`src/lctp_pkg.sv`:
```
// ----------------------------------------------------------------------------
// Lighting command parser package
// Shared widths, the character class codes and the queue entry type used
// between the classifier, the queue and the parser core.
// ----------------------------------------------------------------------------
package lctp_pkg;

  localparam int VALUE_WIDTH = 32;
  localparam int OUT_WIDTH = 32;
  localparam int NUM_FIELDS = 5;
  localparam int FIELD_IDX_W = $clog2(NUM_FIELDS + 1);
  localparam int QUEUE_DEPTH = 2;
  localparam int QUEUE_PTR_W = (QUEUE_DEPTH > 1) ? $clog2(QUEUE_DEPTH) : 1;
  localparam int QUEUE_CNT_W = $clog2(QUEUE_DEPTH + 1);

  typedef enum logic [3:0] {
    K_PAT,
    K_LOOP,
    K_CLR,
    K_TERM,
    K_SPACE,
    K_WS,
    K_PLUS,
    K_MINUS,
    K_DIGIT,
    K_OTHER
  } kind_t;

  typedef struct packed {
    kind_t      kind;
    logic [3:0] val;
    logic       flag;
  } item_t;

endpackage

```
`src/lctp_front.sv`:
```
// ----------------------------------------------------------------------------
// Lighting command parser front end
// Accepts characters, tracks the header position and turns each character
// into a class code with its digit value before it enters the queue.
// ----------------------------------------------------------------------------
module lctp_front
  import lctp_pkg::*;
(
  input  logic       clk,
  input  logic       rst_n,
  input  logic       in_valid,
  output logic       in_stall,
  input  logic [7:0] in_char_in,
  input  logic       q_full,
  output logic       q_push,
  output item_t      q_item
);

  localparam logic [7:0] CH_NUL   = 8'h00;
  localparam logic [7:0] CH_TAB   = 8'h09;
  localparam logic [7:0] CH_CR    = 8'h0D;
  localparam logic [7:0] CH_SPACE = 8'h20;
  localparam logic [7:0] CH_PLUS  = 8'h2B;
  localparam logic [7:0] CH_MINUS = 8'h2D;
  localparam logic [7:0] CH_ZERO  = 8'h30;
  localparam logic [7:0] CH_ONE   = 8'h31;
  localparam logic [7:0] CH_NINE  = 8'h39;
  localparam logic [7:0] CH_UA    = 8'h41;
  localparam logic [7:0] CH_UF    = 8'h46;
  localparam logic [7:0] CH_LA    = 8'h61;
  localparam logic [7:0] CH_LF    = 8'h66;
  localparam logic [7:0] HEX_TEN  = 8'd10;

  typedef enum logic [1:0] {
    POS_PAT,
    POS_LOOP,
    POS_CLR,
    POS_BODY
  } pos_t;

  pos_t pos_r;
  pos_t pos_nxt;
  logic [7:0] digit_off;

  function automatic logic [4:0] hex_decode(input logic [7:0] c);
    logic [7:0] t;
    logic       ok;
    begin
      t  = '0;
      ok = 1'b0;
      if (c >= CH_ZERO && c <= CH_NINE) begin
        t  = c - CH_ZERO;
        ok = 1'b1;
      end else if (c >= CH_UA && c <= CH_UF) begin
        t  = c - CH_UA + HEX_TEN;
        ok = 1'b1;
      end else if (c >= CH_LA && c <= CH_LF) begin
        t  = c - CH_LA + HEX_TEN;
        ok = 1'b1;
      end
      return {ok, t[3:0]};
    end
  endfunction

  assign in_stall  = q_full;
  assign q_push    = in_valid && !q_full;
  assign digit_off = in_char_in - CH_ZERO;

  always_comb begin
    logic [4:0] hx;
    hx     = hex_decode(in_char_in);
    q_item = '{kind: K_OTHER, val: 4'd0, flag: 1'b0};
    if (in_char_in == CH_NUL) begin
      q_item.kind = K_TERM;
      q_item.flag = (pos_r == POS_BODY);
    end else begin
      unique case (pos_r)
        POS_PAT: begin
          q_item.kind = K_PAT;
          q_item.val  = hx[3:0];
          q_item.flag = hx[4];
        end
        POS_LOOP: begin
          q_item.kind = K_LOOP;
          q_item.flag = (in_char_in == CH_ONE);
        end
        POS_CLR: begin
          q_item.kind = K_CLR;
          q_item.flag = (in_char_in == CH_ONE);
        end
        POS_BODY: begin
          if (in_char_in == CH_SPACE) begin
            q_item.kind = K_SPACE;
          end else if (in_char_in >= CH_TAB && in_char_in <= CH_CR) begin
            q_item.kind = K_WS;
          end else if (in_char_in == CH_PLUS) begin
            q_item.kind = K_PLUS;
          end else if (in_char_in == CH_MINUS) begin
            q_item.kind = K_MINUS;
          end else if (in_char_in >= CH_ZERO && in_char_in <= CH_NINE) begin
            q_item.kind = K_DIGIT;
            q_item.val  = digit_off[3:0];
          end
        end
        default: q_item.kind = K_OTHER;
      endcase
    end
  end

  always_comb begin
    pos_nxt = pos_r;
    if (q_push) begin
      if (in_char_in == CH_NUL) begin
        pos_nxt = POS_PAT;
      end else begin
        unique case (pos_r)
          POS_PAT:  pos_nxt = POS_LOOP;
          POS_LOOP: pos_nxt = POS_CLR;
          POS_CLR:  pos_nxt = POS_BODY;
          POS_BODY: pos_nxt = POS_BODY;
          default:  pos_nxt = POS_PAT;
        endcase
      end
    end
  end

  always_ff @(posedge clk) begin
    if (!rst_n) begin
      pos_r <= POS_PAT;
    end else begin
      pos_r <= pos_nxt;
    end
  end

endmodule

```
`src/lctp_queue.sv`:
```
// ----------------------------------------------------------------------------
// Lighting command parser queue
// A short first-in first-out buffer of classified characters that lets the
// front end and the parser core stall independently.
// ----------------------------------------------------------------------------
module lctp_queue
  import lctp_pkg::*;
(
  input  logic  clk,
  input  logic  rst_n,
  input  logic  push,
  input  item_t push_item,
  output logic  full,
  input  logic  pop,
  output logic  q_valid,
  output item_t q_item
);

  item_t                  mem_r [QUEUE_DEPTH];
  logic [QUEUE_PTR_W-1:0] wr_ptr_r;
  logic [QUEUE_PTR_W-1:0] rd_ptr_r;
  logic [QUEUE_CNT_W-1:0] count_r;
  logic [QUEUE_PTR_W-1:0] wr_ptr_nxt;
  logic [QUEUE_PTR_W-1:0] rd_ptr_nxt;
  logic [QUEUE_CNT_W-1:0] count_nxt;

  function automatic logic [QUEUE_PTR_W-1:0] ptr_inc(input logic [QUEUE_PTR_W-1:0] p);
    begin
      if (p == QUEUE_PTR_W'(QUEUE_DEPTH - 1)) begin
        return '0;
      end
      return p + 1'b1;
    end
  endfunction

  assign full    = (count_r == QUEUE_CNT_W'(QUEUE_DEPTH));
  assign q_valid = (count_r != '0);
  assign q_item  = mem_r[rd_ptr_r];

  always_comb begin
    wr_ptr_nxt = push ? ptr_inc(wr_ptr_r) : wr_ptr_r;
    rd_ptr_nxt = pop ? ptr_inc(rd_ptr_r) : rd_ptr_r;
    count_nxt  = count_r;
    if (push && !pop) begin
      count_nxt = count_r + 1'b1;
    end else if (pop && !push) begin
      count_nxt = count_r - 1'b1;
    end
  end

  always_ff @(posedge clk) begin
    if (!rst_n) begin
      wr_ptr_r <= '0;
      rd_ptr_r <= '0;
      count_r  <= '0;
    end else begin
      wr_ptr_r <= wr_ptr_nxt;
      rd_ptr_r <= rd_ptr_nxt;
      count_r  <= count_nxt;
    end
  end

  always_ff @(posedge clk) begin
    if (push) begin
      mem_r[wr_ptr_r] <= push_item;
    end
  end

  a_count_bound: assert property (@(posedge clk) disable iff (!rst_n)
    count_r <= QUEUE_CNT_W'(QUEUE_DEPTH))
    else $error("Queue count exceeds its depth.");

  a_no_empty_pop: assert property (@(posedge clk) disable iff (!rst_n)
    pop |-> q_valid)
    else $error("Queue popped while empty.");

endmodule

```
`src/lctp_back.sv`:
```
// ----------------------------------------------------------------------------
// Lighting command parser core
// Consumes classified characters, keeps the header bits and the five number
// fields, and loads a record into the output register on each terminator.
// ----------------------------------------------------------------------------
module lctp_back
  import lctp_pkg::*;
(
  input  logic                 clk,
  input  logic                 rst_n,
  input  logic                 q_valid,
  input  item_t                q_item,
  output logic                 q_pop,
  output logic                 out_valid,
  input  logic                 out_stall,
  output logic [3:0]           out_pattern_code,
  output logic                 out_pattern_valid,
  output logic                 out_loop_flag,
  output logic                 out_clear_flag,
  output logic [OUT_WIDTH-1:0] out_start_time,
  output logic [OUT_WIDTH-1:0] out_timeout_value,
  output logic [OUT_WIDTH-1:0] out_blink_rate,
  output logic [OUT_WIDTH-1:0] out_primary_color,
  output logic [OUT_WIDTH-1:0] out_secondary_color,
  output logic                 out_malformed
);

  typedef enum logic [1:0] {
    PH_LEAD,
    PH_SIGN,
    PH_DIGITS,
    PH_DONE
  } phase_t;

  logic [3:0]             pat_code_r, pat_code_nxt;
  logic                   pat_ok_r, pat_ok_nxt;
  logic                   loop_r, loop_nxt;
  logic                   clear_r, clear_nxt;
  logic [FIELD_IDX_W-1:0] idx_r, idx_nxt;
  logic [VALUE_WIDTH-1:0] store_r [NUM_FIELDS];
  logic [VALUE_WIDTH-1:0] store_nxt [NUM_FIELDS];
  logic [VALUE_WIDTH-1:0] acc_r, acc_nxt;
  phase_t                 phase_r, phase_nxt;
  logic                   neg_r, neg_nxt;
  logic                   sat_r, sat_nxt;
  logic                   out_valid_r, out_valid_nxt;

  logic [3:0]             out_pattern_code_r;
  logic                   out_pattern_valid_r;
  logic                   out_loop_flag_r;
  logic                   out_clear_flag_r;
  logic [OUT_WIDTH-1:0]   out_fields_r [NUM_FIELDS];
  logic                   out_malformed_r;

  logic [VALUE_WIDTH+3:0] acc_ext;
  logic [VALUE_WIDTH+3:0] acc_x10;
  logic                   ovf;
  logic [VALUE_WIDTH-1:0] fin;
  logic                   out_free;
  logic                   term_pop;
  logic [OUT_WIDTH-1:0]   rec_fields [NUM_FIELDS];
  logic                   body_open;

  function automatic logic [OUT_WIDTH-1:0] to_out(input logic [VALUE_WIDTH-1:0] v);
    logic [VALUE_WIDTH+OUT_WIDTH-1:0] ext;
    begin
      ext = {{OUT_WIDTH{1'b0}}, v};
      return ext[OUT_WIDTH-1:0];
    end
  endfunction

  assign out_free  = !out_valid_r || !out_stall;
  assign q_pop     = q_valid && (q_item.kind != K_TERM || out_free);
  assign term_pop  = q_pop && (q_item.kind == K_TERM);
  assign body_open = (idx_r < FIELD_IDX_W'(NUM_FIELDS)) && (phase_r != PH_DONE);

  assign acc_ext = {4'b0000, acc_r};
  assign acc_x10 = (acc_ext << 3) + (acc_ext << 1) + {{VALUE_WIDTH{1'b0}}, q_item.val};
  assign ovf     = |acc_x10[VALUE_WIDTH+3:VALUE_WIDTH];
  assign fin     = (neg_r && !sat_r) ? (VALUE_WIDTH'(0) - acc_r) : acc_r;

  always_comb begin
    for (int k = 0; k < NUM_FIELDS; k++) begin
      if (idx_r == FIELD_IDX_W'(k)) begin
        rec_fields[k] = to_out(fin);
      end else begin
        rec_fields[k] = to_out(store_r[k]);
      end
    end
  end

  always_comb begin
    pat_code_nxt  = pat_code_r;
    pat_ok_nxt    = pat_ok_r;
    loop_nxt      = loop_r;
    clear_nxt     = clear_r;
    idx_nxt       = idx_r;
    store_nxt     = store_r;
    acc_nxt       = acc_r;
    phase_nxt     = phase_r;
    neg_nxt       = neg_r;
    sat_nxt       = sat_r;
    out_valid_nxt = out_valid_r && out_stall;
    if (term_pop) begin
      out_valid_nxt = 1'b1;
    end
    if (q_pop) begin
      unique case (q_item.kind)
        K_PAT: begin
          pat_code_nxt = q_item.val;
          pat_ok_nxt   = q_item.flag;
        end
        K_LOOP: loop_nxt = q_item.flag;
        K_CLR:  clear_nxt = q_item.flag;
        K_TERM: begin
          pat_code_nxt = '0;
          pat_ok_nxt   = 1'b0;
          loop_nxt     = 1'b0;
          clear_nxt    = 1'b0;
          idx_nxt      = '0;
          for (int k = 0; k < NUM_FIELDS; k++) begin
            store_nxt[k] = '0;
          end
          acc_nxt   = '0;
          phase_nxt = PH_LEAD;
          neg_nxt   = 1'b0;
          sat_nxt   = 1'b0;
        end
        K_SPACE: begin
          if (idx_r < FIELD_IDX_W'(NUM_FIELDS)) begin
            for (int k = 0; k < NUM_FIELDS; k++) begin
              if (idx_r == FIELD_IDX_W'(k)) begin
                store_nxt[k] = fin;
              end
            end
            idx_nxt = idx_r + 1'b1;
          end
          acc_nxt   = '0;
          phase_nxt = PH_LEAD;
          neg_nxt   = 1'b0;
          sat_nxt   = 1'b0;
        end
        default: begin
          if (body_open) begin
            unique case (q_item.kind)
              K_WS: begin
                if (phase_r != PH_LEAD) begin
                  phase_nxt = PH_DONE;
                end
              end
              K_PLUS, K_MINUS: begin
                if (phase_r == PH_LEAD) begin
                  neg_nxt   = (q_item.kind == K_MINUS);
                  phase_nxt = PH_SIGN;
                end else begin
                  phase_nxt = PH_DONE;
                end
              end
              K_DIGIT: begin
                phase_nxt = PH_DIGITS;
                if (sat_r || ovf) begin
                  sat_nxt = 1'b1;
                  acc_nxt = '1;
                end else begin
                  acc_nxt = acc_x10[VALUE_WIDTH-1:0];
                end
              end
              default: phase_nxt = PH_DONE;
            endcase
          end
        end
      endcase
    end
  end

  always_ff @(posedge clk) begin
    if (!rst_n) begin
      pat_code_r  <= '0;
      pat_ok_r    <= 1'b0;
      loop_r      <= 1'b0;
      clear_r     <= 1'b0;
      idx_r       <= '0;
      for (int k = 0; k < NUM_FIELDS; k++) begin
        store_r[k] <= '0;
      end
      acc_r       <= '0;
      phase_r     <= PH_LEAD;
      neg_r       <= 1'b0;
      sat_r       <= 1'b0;
      out_valid_r <= 1'b0;
    end else begin
      pat_code_r  <= pat_code_nxt;
      pat_ok_r    <= pat_ok_nxt;
      loop_r      <= loop_nxt;
      clear_r     <= clear_nxt;
      idx_r       <= idx_nxt;
      store_r     <= store_nxt;
      acc_r       <= acc_nxt;
      phase_r     <= phase_nxt;
      neg_r       <= neg_nxt;
      sat_r       <= sat_nxt;
      out_valid_r <= out_valid_nxt;
    end
  end

  always_ff @(posedge clk) begin
    if (term_pop) begin
      out_pattern_code_r  <= pat_code_r;
      out_pattern_valid_r <= pat_ok_r;
      out_loop_flag_r     <= loop_r;
      out_clear_flag_r    <= clear_r;
      out_fields_r        <= rec_fields;
      out_malformed_r     <= !q_item.flag || (idx_r < FIELD_IDX_W'(NUM_FIELDS - 1));
    end
  end

  assign out_valid           = out_valid_r;
  assign out_pattern_code    = out_pattern_code_r;
  assign out_pattern_valid   = out_pattern_valid_r;
  assign out_loop_flag       = out_loop_flag_r;
  assign out_clear_flag      = out_clear_flag_r;
  assign out_start_time      = out_fields_r[0];
  assign out_timeout_value   = out_fields_r[1];
  assign out_blink_rate      = out_fields_r[2];
  assign out_primary_color   = out_fields_r[3];
  assign out_secondary_color = out_fields_r[4];
  assign out_malformed       = out_malformed_r;

  a_idx_bound: assert property (@(posedge clk) disable iff (!rst_n)
    idx_r <= FIELD_IDX_W'(NUM_FIELDS))
    else $error("Field index ran past the last field.");

  a_clear_after_record: assert property (@(posedge clk) disable iff (!rst_n)
    term_pop |=> (idx_r == '0) && (phase_r == PH_LEAD) && (acc_r == '0))
    else $error("Parser state not cleared after a record.");

  a_sat_holds_max: assert property (@(posedge clk) disable iff (!rst_n)
    sat_r |-> (&acc_r))
    else $error("Saturated field does not hold the maximum value.");

  a_lead_is_clean: assert property (@(posedge clk) disable iff (!rst_n)
    (phase_r == PH_LEAD) |-> (!sat_r && !neg_r && (acc_r == '0)))
    else $error("Leading phase entered with stale token state.");

endmodule

```
`src/lighting_command_text_parser_unit.sv`:
```
// ----------------------------------------------------------------------------
// Lighting command text parser
// The block takes a lighting command one ASCII character per item on the
// input channel (in_valid, in_stall, in_char_in). A zero byte ends the
// command and produces one record on the output channel (out_valid,
// out_stall and the record fields); every other character produces none.
// The first three characters are the pattern digit, the loop flag and the
// clear flag; the rest splits on spaces into five decimal fields.
// One character is accepted every clock cycle while in_stall is low. The
// front end classifies a character on the edge that accepts it into a
// two-entry queue. The parser core consumes one queue entry per cycle, but
// not a terminator while a record waits; that pop loads the output register.
// While a record waits under out_stall, the core keeps parsing the next
// command; a later terminator waits in the queue, and in_stall rises once
// the queue holds two entries.
// A synchronous reset on rst_n empties the queue, clears the output valid
// and returns the parser to the start of a header.
// ----------------------------------------------------------------------------
module lighting_command_text_parser_unit
  import lctp_pkg::*;
(
  input  logic                 clk,
  input  logic                 rst_n,
  input  logic                 in_valid,
  output logic                 in_stall,
  input  logic [7:0]           in_char_in,
  output logic                 out_valid,
  input  logic                 out_stall,
  output logic [3:0]           out_pattern_code,
  output logic                 out_pattern_valid,
  output logic                 out_loop_flag,
  output logic                 out_clear_flag,
  output logic [OUT_WIDTH-1:0] out_start_time,
  output logic [OUT_WIDTH-1:0] out_timeout_value,
  output logic [OUT_WIDTH-1:0] out_blink_rate,
  output logic [OUT_WIDTH-1:0] out_primary_color,
  output logic [OUT_WIDTH-1:0] out_secondary_color,
  output logic                 out_malformed
);

  logic  q_full;
  logic  q_push;
  item_t push_item;
  logic  q_pop;
  logic  q_valid;
  item_t q_item;

  lctp_front u_front (
    .clk        (clk),
    .rst_n      (rst_n),
    .in_valid   (in_valid),
    .in_stall   (in_stall),
    .in_char_in (in_char_in),
    .q_full     (q_full),
    .q_push     (q_push),
    .q_item     (push_item)
  );

  lctp_queue u_queue (
    .clk       (clk),
    .rst_n     (rst_n),
    .push      (q_push),
    .push_item (push_item),
    .full      (q_full),
    .pop       (q_pop),
    .q_valid   (q_valid),
    .q_item    (q_item)
  );

  lctp_back u_back (
    .clk                 (clk),
    .rst_n               (rst_n),
    .q_valid             (q_valid),
    .q_item              (q_item),
    .q_pop               (q_pop),
    .out_valid           (out_valid),
    .out_stall           (out_stall),
    .out_pattern_code    (out_pattern_code),
    .out_pattern_valid   (out_pattern_valid),
    .out_loop_flag       (out_loop_flag),
    .out_clear_flag      (out_clear_flag),
    .out_start_time      (out_start_time),
    .out_timeout_value   (out_timeout_value),
    .out_blink_rate      (out_blink_rate),
    .out_primary_color   (out_primary_color),
    .out_secondary_color (out_secondary_color),
    .out_malformed       (out_malformed)
  );

endmodule

```
`config.mk`:
```
export PLATFORM = sky130hd
export DESIGN_NAME = lighting_command_text_parser_unit
export DESIGN_NICKNAME = d
export VERILOG_FILES = /design/src/lctp_pkg.sv /design/src/lctp_front.sv /design/src/lctp_queue.sv /design/src/lctp_back.sv /design/src/lighting_command_text_parser_unit.sv
export SDC_FILE = /design/constraint.sdc
export NUM_CORES = 1
export LEC_CHECK = 0
export BUFFER_PORTS_ARGS = -buffer_cell sky130_fd_sc_hd__buf_2
export CORE_AREA = 5 5 209 211
export CTS_BUF_LIST = sky130_fd_sc_hd__clkbuf_8
export CTS_CLUSTER_SIZE = 24
export DETAILED_ROUTE_END_ITERATION = 7
export DIE_AREA = 0 0 214 216
export PLACE_DENSITY = 0.73
export SYNTH_ARGS = -nofsm -noshare
export SYNTH_HDL_FRONTEND = slang
export SYNTH_SLANG_ARGS = --single-unit
export TNS_END_PERCENT = 1
```
`constraint.sdc`:
```
create_clock -name clk -period 13.3 [get_ports clk]
set_input_delay 1.33 -clock clk [delete_from_list [all_inputs] [get_ports clk]]
set_output_delay 1.33 -clock clk [all_outputs]
set_load 0.01 [all_outputs]
```
==> implementation parameters <==
Parameter                              Value

Setup path
  Worst EP arrival ... 5.32 ns
  Gate family responsible for the most delay along the worst path ... compound AO/OA/AOI/OAI gates
  Startpoint types ... flop
  Chain of cells forming the critical path ... mux2_2 > fa_1 > inv_1 > fa_1 > nand2b_1 > a21oi_1 > o211ai_1 > a21boi_0 > o2111a_1 > o211a_1 > o211a_1 > a311oi_1
  Critical path's slowest cell ... sky130_fd_sc_hd__o211a_1
  Highest net fanout along the worst path ... 28
  FF-to-FF setup slack ... 8.41 ns
  Slowest stage delay, CP ... roughly 0.73 ns
  Buffers & Inverters on Critical Path ... 1
  Worst EP required ... 13.73 ns
  Endpoint of the worst-slack reg-to-reg timing path ... u_back.acc_r[12]$_SDFFE_PN0P_
  Critical Path End Type ... flop
  Setup CP Type ... reg -> reg
  Reg2reg path depth ... 12

Placed design
  Post-detailed-placement cell area ... about 0.020 mm²
  Quantity of I/O buffers inserted on ports ... about 180
  Minimum setup slack after placement ... roughly 8.4 ns
  DP Wirelength ... 34150 µm
  Routability congestion estimate from global placement ... about 0.93
  Placed cells ... approximately 2500

Logic synthesis
  Sequential cell area fraction in the yosys report ... 53.30%
  Synth top area share ... a little under a third
  Post-synthesis register bit count ... 400
  Count of distinct cell types in the synthesized netlist ... 72
  Post-Syn Nets ... between 1500 and 2000
  Main area contributors after synthesis ... sky130_fd_sc_hd__edfxtp_1, sky130_fd_sc_hd__dfxtp_1, sky130_fd_sc_hd__ha_1, sky130_fd_sc_hd__o21ai_0, sky130_fd_sc_hd__nor2_1
  Count of flip-flops with a built-in enable after synthesis ... 186
  Synthesized area per cell ... about 10 µm²
  Top FF cell, synth ... sky130_fd_sc_hd__dfxtp_1
  Post-synthesis instance total ... roughly 1900
  Post-Synthesis Cell Area ... around 0.019 mm²
  Most frequent cell after synthesis ... sky130_fd_sc_hd__nor2_1
  Top cell types by occurrence after synthesis ... sky130_fd_sc_hd__nor2_1, sky130_fd_sc_hd__dfxtp_1, sky130_fd_sc_hd__edfxtp_1
  Cell type with the highest aggregate area in the netlist ... sky130_fd_sc_hd__edfxtp_1
  Synthesis warning total ... 0
  Share of flip-flops with an asynchronous set or reset ... 0%

GRT
  Total gr overflow ... 0
  GRT Total Usage ... between 20% and 30%
  Antenna violations before repair ... 1
  Maximum number of pins on one net before global-route repair ... between 80 and 90
  Vias in the first global route ... between 10000 and 15000
  Global-route wire length before repair ... slightly below 80000 µm

Finish
  Synth-to-layout area growth ... 13.13%
  Fraction of final layout cells sized beyond drive strength 1 ... between 10% and 20%
  Final-stage net count ... approximately 2100
  Cell area after layout ... about 0.021 mm²
  Post-layout instance count excluding filler cells ... 2589
  Antenna fix cells ... 0
  Final core utilization ... around half

Drt
  Number of iterations in the first detailed-routing pass ... 6
  Total wirelength of the detailed-routed design ... about 48000 µm
  Detail Route Antenna Nets ... 0
  Via count ... 14940
  Detailed-route DRC error count ... 0
  Violation count after the first detailed-route iteration ... approximately 1400
  Routed wire per std cell ... between 15 and 20 µm
  Post-detailed-route via-to-cell ratio ... slightly below 6

CTS
  Post_cts resized ... 0
  Worst-skew pair later-pin latency ... 0.62 ns
  Clock-pin slew of the registers on the worst-case setup and hold paths ... ~0.060 ns
  CTS H-tree lvls ... 2
  Number of buffers added by the clock tree synthesis step ... 57
  Clk buf depth ... 3
  Setup bufs post-CTS ... 0
  Number of sinks handled by clock tree synthesis ... 400
  Hold-fix buffers at CTS ... 0
  Clock tree from TritonCTS ... done
  Buffer cell driving the clock tree root ... sky130_fd_sc_hd__clkbuf_8

Floorplan
  I/O pin count ... 182
  Floorplan die height ... 216 µm
  Die Span X ... roughly 210 µm
  Area of the die ... ~0.046 mm²
  Total number of placement rows ... 75
  Initial core utilization ... between 40% and 50%
  Placeable core region ... 0.04157 mm²

Timing
  Final critical path time including I/O delays and setup ... a little under 5 ns
  Ratio of final minimum period to clock period ... 36.78%
  RSZ-0062 raised after global routing ... no
  Tightest hold margin ... 0.4327 ns
  Final setup margin ... 8.408 ns
  Total negative slack ... 0 ns
  Fmax ... 0.2044 GHz
  Relative slew margins ... roughly an eighth
  Measured slew at the worst slew-check pin ... around 1.3 ns
  Number of max-slew violations in the final report ... 0
  Number of failing hold endpoints at the final stage ... 0
  Clk_skew ... 0.03096 ns
  Final setup viols ... 0

Power
  Overall power after layout ... between 2 and 3 mW
  Power per Cell Area ... 131.1 mW/mm²
  IR Drop Worst-Case VDD ... 58.49 µV
  Leakage power figure ... 8.084 nW

Hold path
  HP Start ... u_back.pat_code_r[3]$_SDFFE_PN0P_
  Hold Path End ... u_back.out_pattern_code[3]$_DFFE_PP_
  Class of the tightest hold or removal check ... reg -> reg
  Min-Delay Path Depth ... 0

Run
  Max capacitance violation total ... 0

Run status
  Result of the run ... completed
## cell type report
| cell class | instances | area (µm²) |
|---|---|---|
| clock inverter | 37 | 192.7 |
| sequential | 400 | 9869 |
| inverter | 29 | 111.4 |
| timing repair buffer | 196 | 1018 |
| clock buffer | 71 | 977.2 |
| tap | 539 | 674.4 |
| fill | 3653 | 20620 |
| multi-input combinational | 1317 | 8105 |
## worst max path at each step
stage | startpoint | to | slack (ns) | cells past startpoint
finish | flop | u_back.acc_r[12]$_SDFFE_PN0P_ | 8.41 | 12
global route | flop | u_back.acc_r[12]$_SDFFE_PN0P_ | 8.09 | 12
CTS | flop | u_back.acc_r[12]$_SDFFE_PN0P_ | 8.46 | 12
detailed placement | out_stall | u_back.out_blink_rate[23]$_DFFE_PP_ | 8.39 | 8
global placement | out_stall | u_back.out_blink_rate[16]$_DFFE_PP_ | 8.55 | 8
floorplan | out_stall | u_back.pat_code_r[3]$_SDFFE_PN0P_ | 2.77 | 8
## sequential cells by signal, indices dropped and copies added, names as in the netlist, 4 cells and up, named ones only
signal	cells
u_back.out_secondary_color	32
u_back.out_blink_rate	32
u_back.out_start_time	32
u_back.out_timeout_value	32
u_queue.mem_r	18
u_back.out_primary_color	32
u_back.store_r	160
u_back.pat_code_r	4
u_back.acc_r	32
u_back.out_pattern_code	4
## placed cells by master (no fill, tap or decap), types with 10 or more instances in the layout
cell,Yosys,final
sky130_fd_sc_hd__nor2_1,227,225
sky130_fd_sc_hd__xnor2_1,27,27
sky130_fd_sc_hd__a22oi_1,96,96
sky130_fd_sc_hd__a21o_1,10,10
sky130_fd_sc_hd__nand2_1,184,183
sky130_fd_sc_hd__dfxtp_1,214,214
sky130_fd_sc_hd__xor2_1,23,23
sky130_fd_sc_hd__a211oi_1,13,13
sky130_fd_sc_hd__a311oi_1,20,20
sky130_fd_sc_hd__and2_1,10,10
sky130_fd_sc_hd__nor3_1,27,26
sky130_fd_sc_hd__ha_1,77,76
sky130_fd_sc_hd__nand3_1,20,20
sky130_fd_sc_hd__o211ai_1,18,18
sky130_fd_sc_hd__nand2b_1,10,10
sky130_fd_sc_hd__o21ai_0,174,174
sky130_fd_sc_hd__edfxtp_1,186,186
sky130_fd_sc_hd__buf_4,3,15
sky130_fd_sc_hd__clkinv_2,0,10
sky130_fd_sc_hd__a21oi_1,159,159
sky130_fd_sc_hd__clkbuf_8,0,71
sky130_fd_sc_hd__buf_2,16,181
sky130_fd_sc_hd__inv_1,28,46
sky130_fd_sc_hd__a22o_1,40,40
sky130_fd_sc_hd__nor3b_1,16,16
## per-layer routing
metal | global-route usage [%] | vias up | routed length (µm)
li1 | - | 7131 | -
met1 | 28.49 | 7156 | 21510
met2 | 32.57 | 570 | 22430
met3 | 2.957 | 79 | 3364
met4 | 5.562 | 0 | 1170
met5 | 0 | - | 0
## logic make-up (layout without fill, tap and decap cells)
| kind of cell | after synthesis | count (layout) | synth area share (%) |
|---|---|---|---|
| flip-flops | 400 | 400 | 53.30 |
| AND/OR/NAND/NOR | 564 | 564 | 13.75 |
| adder cells (fa/ha/maj) | 79 | 79 | 5.419 |
| buffers and inverters | 150 | 333 | 3.209 |
| AO/OA/AOI/OAI | 604 | 604 | 20.60 |
| XOR/XNOR | 55 | 55 | 2.865 |
| multiplexers | 15 | 15 | 0.8581 |
## power by group
group	total [mW]	internal (mW)	leakage, nW	switching, mW
registers	1.38	1.34	3.56	0.0401
clock network	0.965	0.503	0.666	0.462
logic	0.401	0.128	3.85	0.273
total	2.75	1.97	8.08	0.775
Power figures use the tool's default switching activity.
